`src/rtl/jcn_pkg.sv`:
```
// Shared types and constants for the joystick calibration and normalization block.
package jcn_pkg;

  localparam int SAMPLE_W = 10;
  localparam int VAL_W    = SAMPLE_W + 2;
  localparam int QUO_W    = 7;
  localparam int REM_W    = SAMPLE_W + QUO_W;
  localparam int PCT_W    = 8;
  localparam int SH_W     = $clog2(QUO_W);
  localparam int TOL_W    = 8;

  localparam logic [TOL_W-1:0]        TOL_RESET = TOL_W'(25);
  localparam logic signed [PCT_W-1:0] PCT_POS   = PCT_W'(100);
  localparam logic signed [PCT_W-1:0] PCT_NEG   = -PCT_W'(100);
  localparam logic [REM_W-1:0]        PCT_SCALE = REM_W'(100);
  localparam logic [SH_W-1:0]         SH_TOP    = SH_W'(QUO_W - 1);

  typedef enum logic [1:0] {
    FUNC_SAMPLE = 2'd0,
    FUNC_START  = 2'd1,
    FUNC_STOP   = 2'd2,
    FUNC_CENTER = 2'd3
  } func_t;

  localparam int CFG_AW = 3;
  localparam logic REG_TOL = 1'b0;

  typedef struct packed {
    logic            upd;
    logic            load;
    logic            step;
    logic            save;
    logic            emit;
    logic            axis;
    logic [SH_W-1:0] shamt;
  } cmd_t;

endpackage

```
`src/rtl/jcn_ctrl.sv`:
```
// Sequencer that steps the datapath through update, two axis mappings and result hand-off.
module jcn_ctrl import jcn_pkg::*; (
  input  logic clk,
  input  logic rst_n,
  input  logic in_valid,
  input  logic out_busy,
  output logic in_stall,
  output cmd_t cmd
);

  typedef enum logic [2:0] {
    ST_IDLE,
    ST_LOAD,
    ST_DIV,
    ST_SAVE,
    ST_EMIT
  } state_t;

  state_t          state_r, state_nxt;
  logic            axis_r, axis_nxt;
  logic [SH_W-1:0] cnt_r, cnt_nxt;

  always_ff @(posedge clk) begin
    if (!rst_n) begin
      state_r <= ST_IDLE;
      axis_r  <= 1'b0;
      cnt_r   <= '0;
    end else begin
      state_r <= state_nxt;
      axis_r  <= axis_nxt;
      cnt_r   <= cnt_nxt;
    end
  end

  always_comb begin
    state_nxt = state_r;
    axis_nxt  = axis_r;
    cnt_nxt   = cnt_r;
    cmd       = '0;
    cmd.axis  = axis_r;
    cmd.shamt = cnt_r;
    case (state_r)
      ST_IDLE: begin
        if (in_valid) begin
          cmd.upd   = 1'b1;
          axis_nxt  = 1'b0;
          state_nxt = ST_LOAD;
        end
      end
      ST_LOAD: begin
        cmd.load  = 1'b1;
        cnt_nxt   = SH_TOP;
        state_nxt = ST_DIV;
      end
      ST_DIV: begin
        cmd.step = 1'b1;
        if (cnt_r == '0) begin
          state_nxt = ST_SAVE;
        end else begin
          cnt_nxt = cnt_r - 1'b1;
        end
      end
      ST_SAVE: begin
        cmd.save = 1'b1;
        if (axis_r) begin
          state_nxt = ST_EMIT;
        end else begin
          axis_nxt  = 1'b1;
          state_nxt = ST_LOAD;
        end
      end
      ST_EMIT: begin
        if (!out_busy) begin
          cmd.emit  = 1'b1;
          state_nxt = ST_IDLE;
        end
      end
      default: begin
        state_nxt = ST_IDLE;
      end
    endcase
  end

  assign in_stall = (state_r != ST_IDLE);

  a_div_ends_in_save: assert property (@(posedge clk) disable iff (!rst_n)
    (state_r == ST_DIV && cnt_r == '0) |=> (state_r == ST_SAVE))
    else $error("divider did not finish into save");

  a_two_axes: assert property (@(posedge clk) disable iff (!rst_n)
    (state_r == ST_SAVE && !axis_r) |=> (state_r == ST_LOAD && axis_r))
    else $error("Y axis mapping not started after X");

endmodule

```
`src/rtl/jcn_dp.sv`:
```
// Datapath: axis state, calibration extremes, range classification and serial divider.
module jcn_dp import jcn_pkg::*; (
  input  logic                    clk,
  input  logic                    rst_n,
  input  cmd_t                    cmd,
  input  logic [1:0]              func,
  input  logic [SAMPLE_W-1:0]     sample,
  input  logic [TOL_W-1:0]        tol,
  output logic signed [PCT_W-1:0] x_pct,
  output logic signed [PCT_W-1:0] y_pct,
  output logic                    tracking,
  output logic                    axis_sel
);

  logic [SAMPLE_W-1:0] last_x_r, last_y_r, min_x_r, max_x_r, ctr_x_r;
  logic [SAMPLE_W-1:0] min_y_r, max_y_r, ctr_y_r;
  logic                axis_r, track_r;

  logic [REM_W-1:0]        rem_r;
  logic [SAMPLE_W-1:0]     den_r;
  logic [QUO_W-1:0]        q_r;
  logic                    below_r, fixed_r;
  logic signed [PCT_W-1:0] fixval_r;
  logic signed [PCT_W-1:0] x_pct_r, y_pct_r;

  logic signed [VAL_W-1:0] sv, smn, smx, sc, st, den_s;
  logic                    dead, lo_sat, hi_sat, below, nonpos;
  logic [SAMPLE_W-1:0]     numer;
  logic [VAL_W-1:0]        numer_full;
  logic [REM_W-1:0]        prod, shd;
  logic                    ge;
  logic signed [PCT_W-1:0] res;
  func_t                   fn;

  assign fn = func_t'(func);

  always_ff @(posedge clk) begin
    if (!rst_n) begin
      axis_r   <= 1'b0;
      track_r  <= 1'b0;
      last_x_r <= '0;
      last_y_r <= '0;
      min_x_r  <= '1;
      min_y_r  <= '1;
      max_x_r  <= '0;
      max_y_r  <= '0;
      ctr_x_r  <= '0;
      ctr_y_r  <= '0;
    end else if (cmd.upd) begin
      case (fn)
        FUNC_SAMPLE: begin
          axis_r <= ~axis_r;
          if (!axis_r) begin
            last_x_r <= sample;
            if (track_r && sample < min_x_r) min_x_r <= sample;
            if (track_r && sample > max_x_r) max_x_r <= sample;
          end else begin
            last_y_r <= sample;
            if (track_r && sample < min_y_r) min_y_r <= sample;
            if (track_r && sample > max_y_r) max_y_r <= sample;
          end
        end
        FUNC_START: begin
          min_x_r <= '1;
          min_y_r <= '1;
          max_x_r <= '0;
          max_y_r <= '0;
          ctr_x_r <= '0;
          ctr_y_r <= '0;
          track_r <= 1'b1;
        end
        FUNC_STOP: begin
          track_r <= 1'b0;
        end
        FUNC_CENTER: begin
          ctr_x_r <= last_x_r;
          ctr_y_r <= last_y_r;
          track_r <= 1'b0;
        end
        default: begin
          track_r <= track_r;
        end
      endcase
    end
  end

  always_comb begin
    sv  = $signed({2'b00, (cmd.axis ? last_y_r : last_x_r)});
    smn = $signed({2'b00, (cmd.axis ? min_y_r : min_x_r)});
    smx = $signed({2'b00, (cmd.axis ? max_y_r : max_x_r)});
    sc  = $signed({2'b00, (cmd.axis ? ctr_y_r : ctr_x_r)});
    st  = $signed({{(VAL_W-TOL_W){1'b0}}, tol});
    dead   = (sv > sc - st) && (sv < sc + st);
    lo_sat = sv < smn + st;
    hi_sat = sv > smx - st;
    below  = sv < sc;
    den_s  = below ? (sc - smn) : (smx - sc);
    nonpos = den_s <= $signed(VAL_W'(0));
    numer_full = below ? VAL_W'(sv - smn) : VAL_W'(sv - sc);
    numer  = numer_full[SAMPLE_W-1:0];
    prod   = REM_W'({{QUO_W{1'b0}}, numer} * PCT_SCALE);
    shd    = REM_W'({{QUO_W{1'b0}}, den_r} << cmd.shamt);
    ge     = rem_r >= shd;
    if (fixed_r) begin
      res = fixval_r;
    end else if (below_r) begin
      res = PCT_NEG + $signed({1'b0, q_r});
    end else begin
      res = $signed({1'b0, q_r});
    end
  end

  always_ff @(posedge clk) begin
    if (cmd.load) begin
      rem_r   <= prod;
      den_r   <= den_s[SAMPLE_W-1:0];
      q_r     <= '0;
      below_r <= below;
      fixed_r <= dead || lo_sat || hi_sat || nonpos;
      if (dead) begin
        fixval_r <= '0;
      end else if (lo_sat) begin
        fixval_r <= PCT_NEG;
      end else if (hi_sat) begin
        fixval_r <= PCT_POS;
      end else begin
        fixval_r <= below ? PCT_NEG : PCT_POS;
      end
    end else if (cmd.step) begin
      if (ge) rem_r <= rem_r - shd;
      q_r <= {q_r[QUO_W-2:0], ge};
    end
    if (cmd.save) begin
      if (cmd.axis) begin
        y_pct_r <= res;
      end else begin
        x_pct_r <= res;
      end
    end
  end

  assign x_pct    = x_pct_r;
  assign y_pct    = y_pct_r;
  assign tracking = track_r;
  assign axis_sel = axis_r;

  a_result_range: assert property (@(posedge clk) disable iff (!rst_n)
    cmd.save |-> (res >= PCT_NEG && res <= PCT_POS))
    else $error("mapped value out of range");

endmodule

```
`src/rtl/joystick_calibrate_normalize.sv`:
```
// Top level of the joystick calibration and normalization block.
// Each accepted word (a converter sample or a calibration command) yields one result
// word when the output is free: an update step refreshes the axis state, then each
// axis passes through the shared restoring divider (load, seven quotient bits, store),
// and a final step moves the result into the output register. A new word is taken
// once the previous one has reached the output register, even if that result is still
// waiting to be taken. The tolerance register sits at byte address 0 of the
// configuration port and resets to 25.
module joystick_calibrate_normalize import jcn_pkg::*; (
  input  logic                    clk,
  input  logic                    rst_n,
  input  logic                    in_valid,
  output logic                    in_stall,
  input  logic [1:0]              in_func,
  input  logic [SAMPLE_W-1:0]     in_sample,
  output logic                    out_valid,
  input  logic                    out_stall,
  output logic signed [PCT_W-1:0] out_x_percent,
  output logic signed [PCT_W-1:0] out_y_percent,
  output logic                    out_calibrating_now,
  output logic                    out_next_axis,
  input  logic                    cfg_psel,
  input  logic                    cfg_penable,
  input  logic                    cfg_pwrite,
  input  logic [CFG_AW-1:0]       cfg_paddr,
  input  logic [31:0]             cfg_pwdata,
  output logic [31:0]             cfg_prdata,
  output logic                    cfg_pready
);

  cmd_t                    cmd;
  logic [TOL_W-1:0]        tol_r;
  logic                    out_valid_r;
  logic signed [PCT_W-1:0] x_pct, y_pct;
  logic                    tracking, axis_sel;
  logic                    out_busy;

  assign cfg_pready = 1'b1;
  assign cfg_prdata = (cfg_paddr[CFG_AW-1] == REG_TOL) ? {{(32-TOL_W){1'b0}}, tol_r} : '0;

  always_ff @(posedge clk) begin
    if (!rst_n) begin
      tol_r <= TOL_RESET;
    end else if (cfg_psel && cfg_penable && cfg_pwrite && cfg_pready &&
                 cfg_paddr[CFG_AW-1] == REG_TOL) begin
      tol_r <= cfg_pwdata[TOL_W-1:0];
    end
  end

  assign out_busy = out_valid_r && out_stall;

  jcn_ctrl u_ctrl (
    .clk      (clk),
    .rst_n    (rst_n),
    .in_valid (in_valid),
    .out_busy (out_busy),
    .in_stall (in_stall),
    .cmd      (cmd)
  );

  jcn_dp u_dp (
    .clk      (clk),
    .rst_n    (rst_n),
    .cmd      (cmd),
    .func     (in_func),
    .sample   (in_sample),
    .tol      (tol_r),
    .x_pct    (x_pct),
    .y_pct    (y_pct),
    .tracking (tracking),
    .axis_sel (axis_sel)
  );

  always_ff @(posedge clk) begin
    if (!rst_n) begin
      out_valid_r <= 1'b0;
    end else if (cmd.emit) begin
      out_valid_r <= 1'b1;
    end else if (!out_stall) begin
      out_valid_r <= 1'b0;
    end
  end

  always_ff @(posedge clk) begin
    if (cmd.emit) begin
      out_x_percent       <= x_pct;
      out_y_percent       <= y_pct;
      out_calibrating_now <= tracking;
      out_next_axis       <= axis_sel;
    end
  end

  assign out_valid = out_valid_r;

  a_emit_into_free_slot: assert property (@(posedge clk) disable iff (!rst_n)
    cmd.emit |-> !(out_valid_r && out_stall))
    else $error("result overwrote a word still waiting");

  a_busy_after_accept: assert property (@(posedge clk) disable iff (!rst_n)
    (in_valid && !in_stall) |=> in_stall)
    else $error("input not held off while an item is mapped");

endmodule
```
`config.mk`:
```
export PLATFORM = sky130hd
export DESIGN_NAME = joystick_calibrate_normalize
export DESIGN_NICKNAME = d
export VERILOG_FILES = /design/src/rtl/jcn_pkg.sv /design/src/rtl/jcn_ctrl.sv /design/src/rtl/jcn_dp.sv /design/src/rtl/joystick_calibrate_normalize.sv
export SDC_FILE = /design/constraint.sdc
export NUM_CORES = 1
export LEC_CHECK = 0
export BUFFER_PORTS_ARGS = -buffer_cell sky130_fd_sc_hd__clkbuf_2
export CAP_MARGIN = 5
export CORE_MARGIN = 2
export CORE_UTILIZATION = 50
export DETAILED_ROUTE_END_ITERATION = 8
export GPL_TIMING_DRIVEN = 0
export PLACE_DENSITY = 0.66
export REMOVE_ABC_BUFFERS = 1
export SETUP_SLACK_MARGIN = 0.02
export SLEW_MARGIN = 5
export SYNTH_ARGS = -nofsm -noshare
export SYNTH_HDL_FRONTEND = slang
export SYNTH_SLANG_ARGS = --single-unit
```
`constraint.sdc`:
```
create_clock -name clk -period 16.4 [get_ports clk]
set_clock_uncertainty 0.1 [all_clocks]
set_input_delay 3.28 -clock clk [delete_from_list [all_inputs] [get_ports clk]]
set_output_delay 3.28 -clock clk [all_outputs]
set_load 0.05 [all_outputs]
```
# Word level (Yosys, flattened, before mapping)
# Cells that the tools add are included.
# word_totals
reg_bits,176
latchBits,0
ram_bits,0
mem_bits_ro,0
output_inout_bits,53
mem_count,0
# classes
n_addsub,11
n_mul,1
div_mod_pow,0
magnitude_cmp,11
eq_ne,18
shift,1
muxes,48
bitwise_logic,3
n_reduce_logical,42
# op_table
cell,n
10-bit two-way mux,13
10-bit one-hot mux with 2 select lines,6
17-bit two-way mux,3
8-bit two-way mux,6
10-bit < comparator,3
11-bit by 12-bit > comparator with 1-bit output,2
11-bit by 12-bit < comparator with 1-bit output,2
10-bit by 8-bit adder with 11-bit output,2
10-bit by 10-bit subtractor with 11-bit output,2
10-bit by 8-bit subtractor with 11-bit output,2
10-bit > comparator,2
10-bit subtractor,2
2-bit AND reduction,9
17-bit greater-or-equal comparator,1
10-bit by 3-bit << shifter with 17-bit output,1
17-bit subtractor,1
4-bit AND reduction,4
10-bit by 5-bit multiplier with 15-bit output (second input constant),1
3-bit two-way mux,5
3-bit one-hot mux with 5 select lines,1
2-bit by 1-bit != test with 1-bit output (second input constant),7
2-bit nonzero test,7
12-bit by 1-bit <= comparator with 1-bit output (second input constant),1
12-bit two-way mux,1
other kinds (20),51

# Logic depth before layout (Yosys ltp)
# logic_depth
depth_word,7
mapped_depth,29
depth_no_buf,25

# By module
# From an unflattened synthesis, not the netlist that was laid out.
# hier_totals
hier_cells,1599
area_unflattened_um2,14321.2
# by_module_without_submodules
module,n_inst,cells_per_inst,area_per_inst_um2
jcn_dp,1,1460,12727.2
joystick_calibrate_normalize,1,91,1181.1
jcn_ctrl,1,48,412.9

# Worst setup path before layout
# Ideal clock, no wire load.
# synth_path
path_kind,input port to output port
startpoint,input port cfg_paddr[2]
endpoint,output port cfg_prdata[0]
t_arrival_ns,4.164
t_required_ns,13.020
slack_ns,8.856
cell_stages,2
path_buffers,1
cell_sequence,clkbuf_1 nor2b_1
# synth_between
elab_chain_len,1
# synth_lines
item,line,source
start: declaration,joystick_calibrate_normalize.sv:25,"input logic [CFG_AW-1:0] cfg_paddr,"
8-bit two-way mux,joystick_calibrate_normalize.sv:39,"assign cfg_prdata = (cfg_paddr[CFG_AW-1] == REG_TOL) ? {{(32-TOL_W){1'b0}}, tol_r} : '0;"
end: declaration,joystick_calibrate_normalize.sv:27,"output logic [31:0] cfg_prdata,"
# No other way between the ends.

# Worst setup path after layout
# layout_path
startpoint,register u_ctrl.axis_r
endpoint,"register u_dp.rem_r[16], data pin"
# layout_between
elab_chain_len,5
word_cells_on_any_way,9
classes_between,add/sub: 2; mul: 1; order compare: 1; mux: 5
# layout_lines
item,line,source
start: declaration,jcn_ctrl.sv:20,"logic axis_r, axis_nxt;"
start signal: assignment,jcn_ctrl.sv:30,axis_r <= axis_nxt;
"10-bit two-way mux, on equally long branches","jcn_dp.sv:88, jcn_dp.sv:89, jcn_dp.sv:91",
10-bit subtractor or 10-bit < comparator (tied branches),"jcn_dp.sv:99, jcn_dp.sv:96",
10-bit two-way mux *,jcn_dp.sv:99,numer_full = below ? VAL_W'(sv - smn) : VAL_W'(sv - sc);
10-bit by 5-bit multiplier with 15-bit output *,jcn_dp.sv:101,"prod = REM_W'({{QUO_W{1'b0}}, numer} * PCT_SCALE);"
17-bit two-way mux *,jcn_dp.sv:114,if (cmd.load) begin
end signal: assignment,jcn_dp.sv:115,rem_r <= prod;
end signal: assignment,jcn_dp.sv:130,if (ge) rem_r <= rem_r - shd;
end: declaration,jcn_dp.sv:19,logic [REM_W-1:0] rem_r;
# Every way passes the cells marked *; elsewhere a longest branch is shown, timed or not.
# A chain may end at the register's enable or synchronous reset.

==> metrics.csv <==
metric;value;unit
status;completed;
die-width;172.0;um
root_buffer;clkbuf_16;
setup_tns;0;ns
cts_tree;done;
finalHoldViolations;0;
hold_end;out_x_percent[4];
routedWlPerCell;16.49;um
grt_pass1_vias;10380;
dieArea;29570;um^2
place.gp.congestion;0.9150;
areaGrowthSynthToFinish;7.859;%
portBuffers;55;
cpMostUsedCell;ha_1;
p_int;1.000;mW
grt_usage;22.70;%
post_cts_buffers;0;
relSlewSlack;6.534;%
cp_top_family;compound AO/OA/AOI/OAI gates;
htree_levels;4;
max_clock_freq;0.1142;GHz
place_hpwl;25550;um
drt.antenna.violating_nets;0;
cts_resized;0;
min_period;8.760;ns
grt_start_max_net_pins;67;
final_cells;1999;
antenna_found_initial;0;
p_clk_share;25.3;%
io_pins;107;
r2r_cells;25;
cts_buffer_depth;2;
core_area;27780;um^2
dr_total_vias;11100;
netSwitchingPower;0.6697;mW
fin_crit_sh;53.41;%
via_per_inst;5.551;
cts.hold.buffers_added;0;
combinationalPowerShare;43.4;%
pwr-share-seq;31.2;%
clkTransAtPathRegs;0.08;ns
worst_path_largest_cell_delay;1.00;ns
drive_gt1_share;7.526;%
r2r_slack;7.64;ns
grt_pass1_wl;52850;um
rr_startpoint;u_ctrl.axis_r;
synth_area_per_cell;8.899;um^2
core.rowCount;61;
cts_buffers;17;
synth_warnings;0;
p_leak;6.907;nW
design_area;15210;um^2
ys_types;78;
hold-worst-slack;0.3204;ns
clkLatencyLatePin;0.44;ns
drt_first_pass_iters;7;
finalCoreUtilization;54.76;%
startpoint_type;flop;
cts.sinks;171;
synth_edf_count;64;
grt_overflow_total;0;
drt_wl_total;32960;um
rsz0062_at_grt;no;
path_class;reg -> reg;
peakVddDrop;0.04969;mV
hp-start;u_dp.x_pct[4];
ys_ff_latch;171;
path_buf_inv;5;
switching_share;40.11;%
initial_core_util;50.77;%
setup_viol;0;
crit_path_end_kind;flop;
cpMaxStageDelayCell;mux2i_1;
hold_path_class;reg -> reg;
reg2reg_to;u_dp.rem_r[16];
power_density;109.8;nW/um^2
cp.required;16.46;ns
cp.arrival;8.82;ns
placed_cells;1967;
async_reset_ff_share;0;%
tightestPinTransition;1.393;ns
critPathMaxFanout;39;
place_area;14580;um^2
synth_seq_area_share;28.81;%
die_h;172.0;um
hold_path_depth;0;
ys.flop_type;dfxtp_1;
netlist_instances;1585;
fillerInstances;2496;
n_antenna_cell;0;
finalNetCount;1877;
syn-cell-area;14100;um^2
finalMaxSlewViolations;0;
cap_violations;0;
drcViolationCount;0;
first_iter_violations;773;
-- synthesized netlist by cell type, drive strengths merged (9+ instances only) --
library cell  number  area, um^2
o21ai             72       360.4
a21oi             84       424.2
xnor2             48       420.4
nor2b             45       281.5
o21a              18       135.1
and2              17       106.4
fa                14       280.3
a21boi            27       202.7
a21o              31       232.7
mux2              17       191.4
a211oi            15       112.6
or3               11       73.82
o21bai             9       67.56
nor2             102       422.9
nand2            137       514.2
edfxtp            64        1922
mux2i            101        1011
nand3             42       210.2
nand4             14       87.58
clkbuf            34       127.6
a31oi             14       102.6
nor3              26       130.1
inv              134       503.0
buf               42       270.3
dfxtp            107        2142
o211ai            10       80.07
ha               201        2515
xor2              33       289.0
nand2b            38       237.7
-- power groups by stage --
| stage | combinational [mW] | clock, mW | sequential [mW] |
|---|---|---|---|
| after CTS | 0.725 | 0.431 | 0.521 |
| after detailed placement | 0.713 | 0 | 0.531 |
| after global routing | 0.819 | 0.446 | 0.526 |
| final | 0.725 | 0.423 | 0.522 |
| after global placement | 0.700 | 0 | 0.531 |
| after floorplan | 0.565 | 0 | 0.523 |
-- registers in the layout, indices dropped and copies added, names as in the netlist, 7 cells and up --
signal	flops
u_dp.rem_r	17
u_dp.ctr_x_r	10
u_dp.ctr_y_r	10
u_dp.den_r	10
u_dp.last_x_r	10
u_dp.last_y_r	10
u_dp.max_x_r	10
u_dp.max_y_r	10
u_dp.min_x_r	10
u_dp.min_y_r	10
out_x_percent	8
out_y_percent	8
tol_r	8
u_dp.x_pct	8
u_dp.y_pct	8
u_dp.q_r	7
-- logic make-up after synthesis --
| kind of cell | after synthesis | synth area share [%] |
|---|---|---|
| AOI/OAI and AO/OA | 332 | 15.36 |
| xor gates and xnor gates | 81 | 5.030 |
| adders and majority gates | 215 | 19.82 |
| buffers and inverters | 211 | 6.413 |
| DFF | 171 | 28.81 |
| muxes | 119 | 8.684 |
| other | 2 | 0.05324 |
| and+or+nand+nor | 454 | 15.83 |
-- routing by layer --
layer	global-route usage [%]	vias to the layer above	wire [um]
met5	0	-	0
met4	7.161	0	785
met3	3.204	47	1327
met2	37.09	280	15150
met1	31.05	5164	15700
li1	-	5606	-
-- stage by stage --
stage                     setup slack (ns)  total power, mW
after global routing                 7.162            1.792
after global placement               6.613            1.232
after floorplan                      8.730            1.089
final                                7.640            1.670
after CTS                            7.654            1.677
after detailed placement             7.704            1.244
-- worst max path at each step --
| stage | end | cells past startpoint | start |
|---|---|---|---|
| 3_5_place_dp | u_dp.rem_r[16] | 25 | u_ctrl.axis_r |
| 2_1_floorplan | u_dp.rem_r[16] | 24 | u_ctrl.axis_r |
| 4_1_cts | u_dp.rem_r[16] | 25 | u_ctrl.axis_r |
| 3_3_place_gp | u_dp.rem_r[16] | 25 | u_ctrl.axis_r |
| 6_report | u_dp.rem_r[16] | 25 | u_ctrl.axis_r |
| 5_1_grt | u_dp.rem_r[16] | 25 | u_ctrl.axis_r |
-- worst reg2reg max path, cell delays in order, from the launching register on --
cell and delay, ns:
dfxtp_2 0.70, buf_12 0.30, mux2i_1 1.00, ha_1 0.33, inv_1 0.06, fa_1 0.40, a21oi_1 0.22, a2bb2oi_1 0.31
a21oi_2 0.15, a31oi_4 0.82, inv_2 0.25, o31ai_1 0.64, ha_1 0.35, ha_1 0.28, inv_1 0.05, fa_1 0.49
inv_1 0.04, ha_1 0.33, a21o_1 0.19, a21oi_1 0.22, nor2b_1 0.08, o21a_1 0.18, or4_1 0.43, a41oi_1 0.27
xor2_1 0.22, o22ai_1 0.10
-- final cells by class --
cell class / instances / area (um^2) / share of cell area, %
clock buffer: 17 / 425.4 / 2.796
inverter: 135 / 506.7 / 3.331
clock inverter: 15 / 206.4 / 1.357
tap: 378 / 473.0 / 3.109
multi-input combinational: 1226 / 9230 / 60.67
sequential: 171 / 4065 / 26.72
timing repair buffer: 57 / 306.5 / 2.015
-- cells in the final DEF, fill, tap and decap left out, types with 38 or more instances in the layout --
cell	count
clkbuf_2	55
ha_1	201
dfxtp_1	106
a21oi_1	82
edfxtp_1	64
nand2b_1	38
xnor2_1	48
nor2_1	99
nand3_1	42
nand2_1	137
nor2b_1	45
mux2i_1	101
inv_1	129
Power figures use the tool's default switching activity.
